File: config.mk
export PLATFORM = sky130hd
export DESIGN_NAME = nearest_vector_match_threshold_core
export DESIGN_NICKNAME = d
export VERILOG_FILES = /design/src/rtl/nvmt_pkg.sv /design/src/rtl/nvmt_query_mem.sv /design/src/rtl/nvmt_dist_unit.sv /design/src/rtl/nearest_vector_match_threshold_core.sv
export SDC_FILE = /design/constraint.sdc
export NUM_CORES = 2
export LEC_CHECK = 0
export ABC_AREA = 1
export CAP_MARGIN = 20
export CORE_UTILIZATION = 33
export DETAILED_ROUTE_END_ITERATION = 8
export DONT_BUFFER_PORTS = 1
export GPL_ROUTABILITY_DRIVEN = 0
export PLACE_DENSITY = 0.51
export SLEW_MARGIN = 10
export SYNTH_ARGS = -nofsm -noshare
export SYNTH_HDL_FRONTEND = slang
export SYNTH_SLANG_ARGS = --single-unit
export TNS_END_PERCENT = 10
File: constraint.sdc
create_clock -name clk_i -period 11.98 [get_ports clk_i]
set_input_delay 1.198 -clock clk_i [delete_from_list [all_inputs] [get_ports clk_i]]
set_output_delay 1.198 -clock clk_i [all_outputs]
set_load 0.01 [all_outputs]
File: src/rtl/nvmt_pkg.sv
// ----------------------------------------------------------------------------
// nvmt_pkg
// Shared types and constants for the nearest vector threshold match core.
// ----------------------------------------------------------------------------
package nvmt_pkg;

  localparam int unsigned VAL_W  = 16;
  localparam int unsigned ID_W   = 31;
  localparam int unsigned ACC_W  = 48;
  localparam int unsigned DIFF_W = VAL_W + 1;
  localparam int unsigned MAG_W  = VAL_W;
  localparam int unsigned SQ_W   = 2 * MAG_W;
  localparam int unsigned ECNT_W = 8;

  localparam logic [ACC_W-1:0]  ACC_MAX       = {ACC_W{1'b1}};
  // 1000.0 squared with 24 fraction bits
  localparam logic [ACC_W-1:0]  MISMATCH_DIST = 48'd16777216000000;
  // 10.0 squared with 24 fraction bits
  localparam logic [ACC_W-1:0]  THRESH_RESET  = 48'd1677721600;
  localparam logic [ECNT_W-1:0] ECNT_MAX      = {ECNT_W{1'b1}};

  typedef enum logic [1:0] {
    KIND_QUERY  = 2'd0,
    KIND_ENTRY  = 2'd1,
    KIND_DECIDE = 2'd2
  } kind_e;

  // entry element after address issue, heading for the distance unit
  typedef struct packed {
    logic                    last;
    logic                    in_range;
    logic                    mismatch;
    logic [ID_W-1:0]         id;
    logic signed [VAL_W-1:0] value;
  } elem_t;

endpackage

File: src/rtl/nvmt_query_mem.sv
// ----------------------------------------------------------------------------
// nvmt_query_mem
// Query vector store: one write port, one read port, registered read data.
// ----------------------------------------------------------------------------
module nvmt_query_mem
  import nvmt_pkg::*;
#(
  parameter int unsigned DEPTH  = 128,
  parameter int unsigned ADDR_W = 7
) (
  input  logic              clk_i,
  input  logic              we_i,
  input  logic [ADDR_W-1:0] waddr_i,
  input  logic [VAL_W-1:0]  wdata_i,
  input  logic              re_i,
  input  logic [ADDR_W-1:0] raddr_i,
  output logic [VAL_W-1:0]  rdata_o
);

  logic [VAL_W-1:0] mem [DEPTH];
  logic [VAL_W-1:0] rdata_q;

  always_ff @(posedge clk_i) begin
    if (we_i) begin
      mem[waddr_i] <= wdata_i;
    end
  end

  always_ff @(posedge clk_i) begin
    if (re_i) begin
      rdata_q <= mem[raddr_i];
    end
  end

  assign rdata_o = rdata_q;

endmodule

File: src/rtl/nvmt_dist_unit.sv
// ----------------------------------------------------------------------------
// nvmt_dist_unit
// Difference, square and saturating accumulate per element; best entry
// tracking against the threshold at the end of each entry.
// ----------------------------------------------------------------------------
module nvmt_dist_unit
  import nvmt_pkg::*;
(
  input  logic             clk_i,
  input  logic             rst_ni,
  input  logic             elem_valid_i,
  input  elem_t            elem_i,
  input  logic [VAL_W-1:0] query_val_i,
  input  logic [ACC_W-1:0] threshold_i,
  input  logic             clear_i,
  output logic             busy_o,
  output logic             have_match_o,
  output logic [ID_W-1:0]  best_id_o,
  output logic [ACC_W-1:0] best_dist_o
);

  // square stage
  logic                    sq_valid_q;
  logic                    sq_last_q;
  logic                    sq_in_range_q;
  logic                    sq_mismatch_q;
  logic [ID_W-1:0]         sq_id_q;
  logic [SQ_W-1:0]         sq_q;

  logic signed [DIFF_W-1:0] diff;
  logic [DIFF_W-1:0]        diff_abs;
  logic [MAG_W-1:0]         mag;

  // accumulate stage
  logic [ACC_W-1:0] acc_q, acc_d;
  logic [ACC_W-1:0] best_dist_q, best_dist_d;
  logic [ID_W-1:0]  best_id_q, best_id_d;
  logic             have_match_q, have_match_d;
  logic [ACC_W:0]   sum;
  logic [ACC_W-1:0] acc_sum;
  logic [ACC_W-1:0] ent_dist;

  always_comb begin
    diff     = DIFF_W'($signed(elem_i.value)) - DIFF_W'($signed(query_val_i));
    diff_abs = diff[DIFF_W-1] ? DIFF_W'(-diff) : DIFF_W'(diff);
    mag      = diff_abs[MAG_W-1:0];
  end

  always_ff @(posedge clk_i or negedge rst_ni) begin
    if (!rst_ni) begin
      sq_valid_q <= 1'b0;
    end else begin
      sq_valid_q <= elem_valid_i;
    end
  end

  always_ff @(posedge clk_i) begin
    if (elem_valid_i) begin
      sq_last_q     <= elem_i.last;
      sq_in_range_q <= elem_i.in_range;
      sq_mismatch_q <= elem_i.mismatch;
      sq_id_q       <= elem_i.id;
      sq_q          <= mag * mag;
    end
  end

  always_comb begin
    sum          = {1'b0, acc_q} + (ACC_W+1)'(sq_q);
    acc_sum      = !sq_in_range_q ? ACC_MAX :
                   (sum[ACC_W] ? ACC_MAX : sum[ACC_W-1:0]);
    ent_dist     = sq_mismatch_q ? MISMATCH_DIST : acc_sum;
    acc_d        = acc_q;
    best_dist_d  = best_dist_q;
    best_id_d    = best_id_q;
    have_match_d = have_match_q;
    if (clear_i) begin
      acc_d        = '0;
      best_dist_d  = MISMATCH_DIST;
      best_id_d    = '0;
      have_match_d = 1'b0;
    end else if (sq_valid_q) begin
      if (sq_last_q) begin
        acc_d = '0;
        if (ent_dist < threshold_i && ent_dist < best_dist_q) begin
          best_dist_d  = ent_dist;
          best_id_d    = sq_id_q;
          have_match_d = 1'b1;
        end
      end else begin
        acc_d = acc_sum;
      end
    end
  end

  always_ff @(posedge clk_i or negedge rst_ni) begin
    if (!rst_ni) begin
      acc_q        <= '0;
      best_dist_q  <= MISMATCH_DIST;
      best_id_q    <= '0;
      have_match_q <= 1'b0;
    end else begin
      acc_q        <= acc_d;
      best_dist_q  <= best_dist_d;
      best_id_q    <= best_id_d;
      have_match_q <= have_match_d;
    end
  end

  assign busy_o       = sq_valid_q;
  assign have_match_o = have_match_q;
  assign best_id_o    = best_id_q;
  assign best_dist_o  = best_dist_q;

endmodule

File: src/rtl/nearest_vector_match_threshold_core.sv
// ----------------------------------------------------------------------------
// nearest_vector_match_threshold_core
// Loads a query vector into a small memory, streams stored entries against
// it accumulating squared euclidean distance, reports the closest entry under
// the threshold on a decide request.
//
//   channel | handshake                 | payload
//   --------+---------------------------+-------------------------------------
//   in      | in_valid_i / in_ready_o   | kind, element_value, entry_id,
//           |                           | last_element
//   out     | out_valid_o / out_ready_i | match_found, match_id,
//           |                           | match_distance_squared
//   cfg     | cfg_valid_i / cfg_ready_o | threshold_squared
//
// query and entry element requests are taken one per cycle; an entry element
// passes query memory read, square and accumulate. a decide request waits until
// the memory read and square stages have drained and the output register is
// free, which it is not while an earlier result is still held. the output
// register holds its result while out_ready_i is low; element requests keep
// flowing meanwhile. no clearing pass after reset.
// ----------------------------------------------------------------------------
module nearest_vector_match_threshold_core
  import nvmt_pkg::*;
#(
  parameter int unsigned MAX_VECTOR_LENGTH = 128
) (
  input  logic              clk_i,
  input  logic              rst_ni,
  input  logic              in_valid_i,
  output logic              in_ready_o,
  input  logic [1:0]        kind_i,
  input  logic [VAL_W-1:0]  element_value_i,
  input  logic [ID_W-1:0]   entry_id_i,
  input  logic              last_element_i,
  output logic              out_valid_o,
  input  logic              out_ready_i,
  output logic              match_found_o,
  output logic [ID_W-1:0]   match_id_o,
  output logic [ACC_W-1:0]  match_distance_squared_o,
  input  logic              cfg_valid_i,
  output logic              cfg_ready_o,
  input  logic [ACC_W-1:0]  threshold_squared_i
);

  localparam int unsigned LEN_W  = $clog2(MAX_VECTOR_LENGTH + 1);
  localparam int unsigned ADDR_W = (MAX_VECTOR_LENGTH > 1) ? $clog2(MAX_VECTOR_LENGTH) : 1;
  localparam int unsigned CMP_W  = ECNT_W + 1;

  logic [ACC_W-1:0]  thresh_q;
  logic [LEN_W-1:0]  qlen_q, qlen_d;
  logic [LEN_W-1:0]  load_cnt_q, load_cnt_d;
  logic [ECNT_W-1:0] ent_cnt_q, ent_cnt_d;

  logic              elem_valid_q;
  elem_t             elem_q;

  logic              out_valid_q;
  logic              match_found_q;
  logic [ID_W-1:0]   match_id_q;
  logic [ACC_W-1:0]  match_dist_q;

  logic              accept;
  logic              is_query, is_entry, is_decide;
  logic              pipe_empty;
  logic              out_free;
  logic              load_room;
  logic [LEN_W-1:0]  load_next;
  logic              ent_in_range;
  logic              ent_mismatch;
  logic              mem_we;
  logic              mem_re;
  logic [VAL_W-1:0]  mem_rdata;
  logic              dist_busy;
  logic              have_match;
  logic [ID_W-1:0]   best_id;
  logic [ACC_W-1:0]  best_dist;

  assign is_query  = (kind_i == KIND_QUERY);
  assign is_entry  = (kind_i == KIND_ENTRY);
  assign is_decide = (kind_i == KIND_DECIDE);

  assign pipe_empty = !elem_valid_q && !dist_busy;
  assign out_free   = !out_valid_q || out_ready_i;
  assign in_ready_o = !is_decide || (pipe_empty && out_free);
  assign accept     = in_valid_i && in_ready_o;

  assign cfg_ready_o = 1'b1;

  always_ff @(posedge clk_i or negedge rst_ni) begin
    if (!rst_ni) begin
      thresh_q <= THRESH_RESET;
    end else if (cfg_valid_i) begin
      thresh_q <= threshold_squared_i;
    end
  end

  // query load side
  assign load_room = (load_cnt_q < LEN_W'(MAX_VECTOR_LENGTH));
  assign load_next = load_room ? LEN_W'(load_cnt_q + LEN_W'(1)) : load_cnt_q;
  assign mem_we    = accept && is_query && load_room;

  // entry side: range and length checks against the query length right now
  assign ent_in_range = (CMP_W'(ent_cnt_q) < CMP_W'(qlen_q)) &&
                        (CMP_W'(ent_cnt_q) < CMP_W'(MAX_VECTOR_LENGTH));
  assign ent_mismatch = ((CMP_W'(ent_cnt_q) + CMP_W'(1)) != CMP_W'(qlen_q));
  assign mem_re       = accept && is_entry && ent_in_range;

  always_comb begin
    qlen_d     = qlen_q;
    load_cnt_d = load_cnt_q;
    ent_cnt_d  = ent_cnt_q;
    if (accept) begin
      priority if (is_query) begin
        load_cnt_d = load_next;
        if (last_element_i) begin
          qlen_d     = load_next;
          load_cnt_d = '0;
        end
      end else if (is_entry) begin
        if (last_element_i) begin
          ent_cnt_d = '0;
        end else if (ent_cnt_q != ECNT_MAX) begin
          ent_cnt_d = ent_cnt_q + ECNT_W'(1);
        end
      end else if (is_decide) begin
        ent_cnt_d = '0;
      end else begin
        ent_cnt_d = ent_cnt_q;
      end
    end
  end

  always_ff @(posedge clk_i or negedge rst_ni) begin
    if (!rst_ni) begin
      qlen_q       <= '0;
      load_cnt_q   <= '0;
      ent_cnt_q    <= '0;
      elem_valid_q <= 1'b0;
    end else begin
      qlen_q       <= qlen_d;
      load_cnt_q   <= load_cnt_d;
      ent_cnt_q    <= ent_cnt_d;
      elem_valid_q <= accept && is_entry;
    end
  end

  always_ff @(posedge clk_i) begin
    if (accept && is_entry) begin
      elem_q.last     <= last_element_i;
      elem_q.in_range <= ent_in_range;
      elem_q.mismatch <= ent_mismatch;
      elem_q.id       <= entry_id_i;
      elem_q.value    <= element_value_i;
    end
  end

  nvmt_query_mem #(
    .DEPTH  (MAX_VECTOR_LENGTH),
    .ADDR_W (ADDR_W)
  ) u_query_mem (
    .clk_i   (clk_i),
    .we_i    (mem_we),
    .waddr_i (load_cnt_q[ADDR_W-1:0]),
    .wdata_i (element_value_i),
    .re_i    (mem_re),
    .raddr_i (ent_cnt_q[ADDR_W-1:0]),
    .rdata_o (mem_rdata)
  );

  nvmt_dist_unit u_dist_unit (
    .clk_i        (clk_i),
    .rst_ni       (rst_ni),
    .elem_valid_i (elem_valid_q),
    .elem_i       (elem_q),
    .query_val_i  (mem_rdata),
    .threshold_i  (thresh_q),
    .clear_i      (accept && is_decide),
    .busy_o       (dist_busy),
    .have_match_o (have_match),
    .best_id_o    (best_id),
    .best_dist_o  (best_dist)
  );

  // result register
  always_ff @(posedge clk_i or negedge rst_ni) begin
    if (!rst_ni) begin
      out_valid_q <= 1'b0;
    end else if (accept && is_decide) begin
      out_valid_q <= 1'b1;
    end else if (out_ready_i) begin
      out_valid_q <= 1'b0;
    end
  end

  always_ff @(posedge clk_i) begin
    if (accept && is_decide) begin
      match_found_q <= have_match;
      match_id_q    <= have_match ? best_id : '0;
      match_dist_q  <= best_dist;
    end
  end

  assign out_valid_o              = out_valid_q;
  assign match_found_o            = match_found_q;
  assign match_id_o               = match_id_q;
  assign match_distance_squared_o = match_dist_q;

endmodule
[After elaboration in Yosys (flattened, before gate mapping)]
Memories as Yosys holds them, arrays and structs flattened. A register that Yosys moved wholly into a read port is not among the register bits.
Cells that the tools add are included.
Operators by class
  $add $sub $neg: 6
  $mul: 1
  divide/modulo/power cells: 0
  magnitude comparators: 5
  equality and inequality tests: 5
  shift operators: 0
  muxes and demuxes: 29
  bitwise operators: 1
  reductions and logical operators: 26
Operators with widths (count)
  $mux 48: 10
  $mux 31: 4
  $lt 48x48->1: 2
  $add 48x32->49: 1
  $mux 8: 6
  $mul 16x16->32: 1
  $sub 16x16->17: 1
  $add 8x1->8 const B: 2
  $lt 8x8->1 const B: 2
  $mux 16: 1
  $neg 16->16: 1
  $logic_and 1x1->1: 10
  $reduce_bool 2->1: 5
  $add 8x1->9 const B: 1
  $ne 9x8->1: 1
  $lt 8x8->1: 1
  $mux 1: 8
  $ne 8x8->1 const B: 1
  $reduce_and 3->1: 2
  $logic_not 1->1: 4
  $reduce_and 4->1: 1
  $ne 3x2->1 const B: 1
  $eq 2x1->1 const B: 1
  $eq 2x2->1 const B: 1
  4 further kinds: 5
Word-level totals
  flip-flop bits (word level): 399
  latch bits: 0
  bits in writable memories: 2048
  ROM bits: 0
  input bits: 103
  output and inout bits: 83
  memories: 1
Memory list
  u_query_mem.mem: words 128, bits a word 16, read ports 1, clocked after memory_dff 1, write ports 1, RTL line nvmt_query_mem.sv:20  | logic [VAL_W-1:0] mem [DEPTH];

[Logic depth before layout (Yosys ltp)]
  depth in word-level cells: 10
  depth in mapped cells: 46

[Cells and area by module]
A second synthesis with hierarchy kept.
Unflattened totals
  cells, all modules: 9987
  area, all modules: 111341.8 um^2
Modules (own cells, without submodules)
  nvmt_query_mem: times used 1, cells each 6793, area an instance 82988.3 um^2
  nvmt_dist_unit: times used 1, cells each 2656, area an instance 20624.8 um^2
  nearest_vector_match_threshold_core: times used 1, cells each 538, area an instance 7728.7 um^2

[Least setup slack after synthesis]
OpenSTA, ideal clock, no wires.
  path type: register to register
  start point: register elem_q[0] in the netlist's numbering
  end point: register u_dist_unit.sq_q[31], data pin
  library setup time: 0.249 ns
  arrival: 7.194 ns
  data required time: 11.731 ns
  setup slack: 4.537 ns
  stages on the path, launching flop included: 42
  path buffers: 1
  clock period less this slack: 7.443 ns
  cell sequence: edfxtp_1 -> inv_1 -> ha_1 -> inv_1 -> fa_1 -> inv_1 -> ha_1 -> inv_1 -> nor3_1 -> inv_1 -> nor2_1 -> nand2_1 -> inv_1 -> nand3_1 -> nor3_2 -> inv_2 -> o21ai_2 -> xor2_1 -> [... 6 more ...] -> fa_1 -> fa_1 -> inv_1 -> fa_1 -> inv_1 -> ha_1 -> nand2_1 -> nor4_1 -> nand3_1 -> nand3_1 -> nand3_1 -> nand2_1 -> nand4_1 -> nand3_1 -> xnor2_1 -> nand3b_1 -> nand2_1 -> inv_1
On the way
  cells in the longest elaborated chain, start to end: 4
RTL lines
  start: declaration: RTL line nearest_vector_match_threshold_core.sv:55  | elem_t elem_q;
  $sub 16x16->17 (*): RTL line nvmt_dist_unit.sv:44  | diff = DIFF_W'($signed(elem_i.value)) - DIFF_W'($signed(query_val_i));
  $neg 16->16: RTL line nvmt_dist_unit.sv:45  | diff_abs = diff[DIFF_W-1] ? DIFF_W'(-diff) : DIFF_W'(diff);
  $mux 16 (*): RTL line nvmt_dist_unit.sv:45
  $mul 16x16->32 (*): RTL line nvmt_dist_unit.sv:63  | sq_q <= mag * mag;
  end signal: assignment: RTL line nvmt_dist_unit.sv:63
  end: declaration: RTL line nvmt_dist_unit.sv:28  | logic [SQ_W-1:0] sq_q;
Mark *: on every way between the ends. The rest lies on a longest branch, timed or not.
A chain may end at the register's enable or synchronous reset.

[Final worst setup path]
  start point: register u_query_mem.rdata_q[0] (netlist: u_query_mem.rdata_o[0]), read port of u_query_mem.mem
  end point: register u_dist_unit.sq_q[31], data pin
On the way
  cells in the longest elaborated chain, start to end: 4
RTL lines
  start: declaration: RTL line nvmt_query_mem.sv:21  | logic [VAL_W-1:0] rdata_q;
  $sub 16x16->17 (*): RTL line nvmt_dist_unit.sv:44
  $neg 16->16: RTL line nvmt_dist_unit.sv:45
  $mux 16 (*): RTL line nvmt_dist_unit.sv:45
  via u_dist_unit.diff_abs[0]: RTL line nvmt_dist_unit.sv:31  | logic [DIFF_W-1:0] diff_abs;
  $mul 16x16->32 (*): RTL line nvmt_dist_unit.sv:63
Mark *: on every way through the listed nets, which the timed path passes. The rest lies on a longest branch.

==> results.toml <==
[floorplanning]
num_rows = 209
chipWidth_um = 574
coreArea_um2 = 325000
initial_core_util = 0.332
fp.dieArea_um2 = 329000
die_h_um = 574
pin_count = 186

[synth]
yosys_warnings = 0
synth_top_area_frac = 0.629
yosys_most_used_dff = "edfxtp_1"
yosysMostFrequentCell = "edfxtp_1"
avgSynthCellArea_um2 = 12.1
ys_types = 58
synth_top_area_cell = "edfxtp_1"
synthTopCellsByArea = "edfxtp_1 (63%), o21ai_0 (5.5%), nor2_1 (4.8%)"
synth-seq-cells = 2462
syn-instance-count = 8927
seq_area_frac_synth = 0.676
async_flop_share = 0.0825
synth_common_cells = "edfxtp_1 (2,259), nor2_1 (1,370), o21ai_0 (1,194)"
netlist_area_um2 = 108000
synth-edff-count = 2259
synth_nets = 9445

[min_path]
hp-class = "input pin to asynchronous set/reset pin"

[cts]
cts_root_buffer = "clkbuf_16"
cts_resized = 0
htree_num_levels = 5
numCtsBuffers = 280
cts_buffer_depth = 4
clkLatencyLatePin_ps = 890
cts_tree = "done"
path_clk_slew_ps = 60
cts.sinks = 2462

[power_and_ir_drop]
power_frac_seq = 0.315
power_switching_mw = 12.5
power_mw = 33.2
leakage_nw = 43.2
combPwrFrac = 0.430
clkPwrFrac = 0.255
swShare = 0.375
p_int_mw = 20.8
vdd.ir_drop.worst_mv = 0.847
p_per_area_nw_per_um2 = 272

[grt]
first_global_vias = 69300
grt_pass1_wl_mm = 467
grt_max_degree = 194
overflow = 0
grt_antenna_before_repair = 12
grtUsageTotal = 0.188

[setup_path]
end_kind = "register"
critPathMaxFanout = 18
critPathRequiredTime_ps = 12590
criticalPathCategory = "register to register"
reg2reg_slack_ps = 3240
worstRegToRegCells = 33
worstPathArrival_ps = 9360
start_kind = "register"
crit_path_frequent_cell = "nand2_1"
slowest_delay_ps = 710
worst_path_max_delay_cell = "ha_1"

[cells_and_area]
final_area_um2 = 122000
drive_above_1_share = 0.0744
final_nets = 9419
area_delta_synth_final_pct = 13.2

[timing]
finalCritPeriodShare = 0.730
fin_skew_ps = 40.4
layout_setup_ws_ps = 3240
slew_headroom = 0.234
setup-tns-final_ps = 0
worstMarginPinSlew_ps = 1150
min_period_ps = 8740
fmax_mhz = 114
slew_viol_final = 0
rsz0062_at_grt = "false"
finalSetupViolCount = 0
final_hold_viol_count = 0

[routing]
wl_mm = 319
wl_per_cell_um = 23.7
viasPerCell = 5.32
ant_nets = 0
vias = 71600
drc = 0
drt_iter0_drc = 6793
first_pass_iters = 6

[placement]
dp_slack_ps = 2910
port_buffers = 0
placed_area_um2 = 113000
dpl.hpwl_mm = 182

[flow_run]
cap_violations = 0

[run_status]
status = "complete, no violations"
==> worst max-delay path, delay by kind of cell, from the launching register on <==
kind	cells	cell delay, ps
adders and majority gates	8	4000
buffers and inverters	7	990
and+or+nand+nor	17	3020
xor gates and xnor gates	1	80
DFF	1	370
==> sequential cells by signal (all words and copies together) (netlist names), 48 cells and up <==
register,cells
match_distance_squared_o,48
u_dist_unit.acc_q,48
thresh_q,48
elem_q,50
u_query_mem.mem,2048
u_dist_unit.best_dist_o,48
==> area by class of cell <==
cell class	instances	area (um2)
Fill cell	30900	202000
Sequential cell	2462	72900
Multi-Input combinational cell	5333	30600
Clock buffer	359	7520
Tap cell	4325	5410
Inverter	604	2290
Timing Repair Buffer	220	1870
Clock inverter	138	1440
Antenna cell	10	25.0
==> power groups by stage <==
stage                     Clock (mW)  Sequential (mW)  Combinational, mW
after floorplan                    0             10.6               10.9
after global placement             0             10.6               14.4
after detailed placement           0             10.6               14.4
after CTS                       8.64             10.5               14.6
after global routing            8.94             10.5               16.5
final                           8.46             10.5               14.3
==> metal layers <==
| metal | up-vias | routed length, um | share of wire | global-route usage |
|---|---|---|---|---|
| met2 | 2435 | 146000 | 0.46 | 0.296 |
| met3 | 476 | 22700 | 0.071 | 0.0329 |
| met4 | 2 | 9400 | 0.029 | 0.0543 |
| met5 | - | 13 | 0.000041 | 0 |
| met1 | 36400 | 142000 | 0.44 | 0.265 |
| li1 | 32200 | - | - | - |
==> final timing paths <==
path | to | start
hold reg to reg | u_dist_unit.sq_id_q[21] | elem_q[37]
hold / removal | u_dist_unit.best_dist_o[43] | rst_ni
min in group clk_i | thresh_q[26] | cfg_valid_i
setup reg to reg | u_dist_unit.sq_q[31] | u_query_mem.rdata_o[0]
max in group asynchronous | ent_cnt_q[2] | rst_ni
setup / recovery | u_dist_unit.sq_q[31] | u_query_mem.rdata_o[0]
==> layout by cell type (no fill, tap or decap), types with 64 or more instances in the layout <==
| cell | synthesis | routed |
|---|---|---|
| clkbuf_16 | 0 | 288 |
| nor2_1 | 1370 | 1364 |
| nand4_1 | 93 | 93 |
| clkbuf_1 | 471 | 66 |
| o221ai_1 | 207 | 207 |
| o21ai_0 | 1194 | 1194 |
| nand2_1 | 754 | 753 |
| inv_1 | 591 | 586 |
| o22ai_1 | 329 | 329 |
| buf_4 | 9 | 203 |
| dfrtp_1 | 193 | 188 |
| fa_1 | 163 | 163 |
| ha_1 | 252 | 252 |
| nand3_1 | 395 | 395 |
| a21oi_1 | 223 | 223 |
| edfxtp_1 | 2259 | 2259 |
| xor2_1 | 64 | 64 |
==> repair_timing <==
action,in CTS,in global routing
endpoints found under the setup margin,0,0
hold buffers,1,0
hold endpoints to repair,193,0
setup buffers,0,0
==> per-stage QoR <==
| stage | utilization | hold slack, ps | cells |
|---|---|---|---|
| 2_1_floorplan | - | 400 | 8927 |
| 3_3_place_gp | 0.348 | 400 | 12900 |
| 3_5_place_dp | 0.348 | 406 | 12900 |
| 4_1_cts | 0.376 | 77.8 | 13400 |
| 5_1_grt | 0.376 | 104 | 13400 |
| 6_report | 0.376 | 151 | 13500 |
==> cells by family (layout without fill, tap and decap cells) <==
group	count (synthesis)	in the layout	share of synthesized area
AND/OR/NAND/NOR	2697	2697	0.103
flip-flops	2462	2462	0.676
AO/OA/AOI/OAI	2134	2134	0.114
multiplexers	1	1	0.000104
other	1	11	0.0000348
adder cells (fa/ha/maj)	415	415	0.0595
buffers and inverters	1132	1321	0.0405
XOR/XNOR	85	85	0.00697
Power figures use the tool's default switching activity.
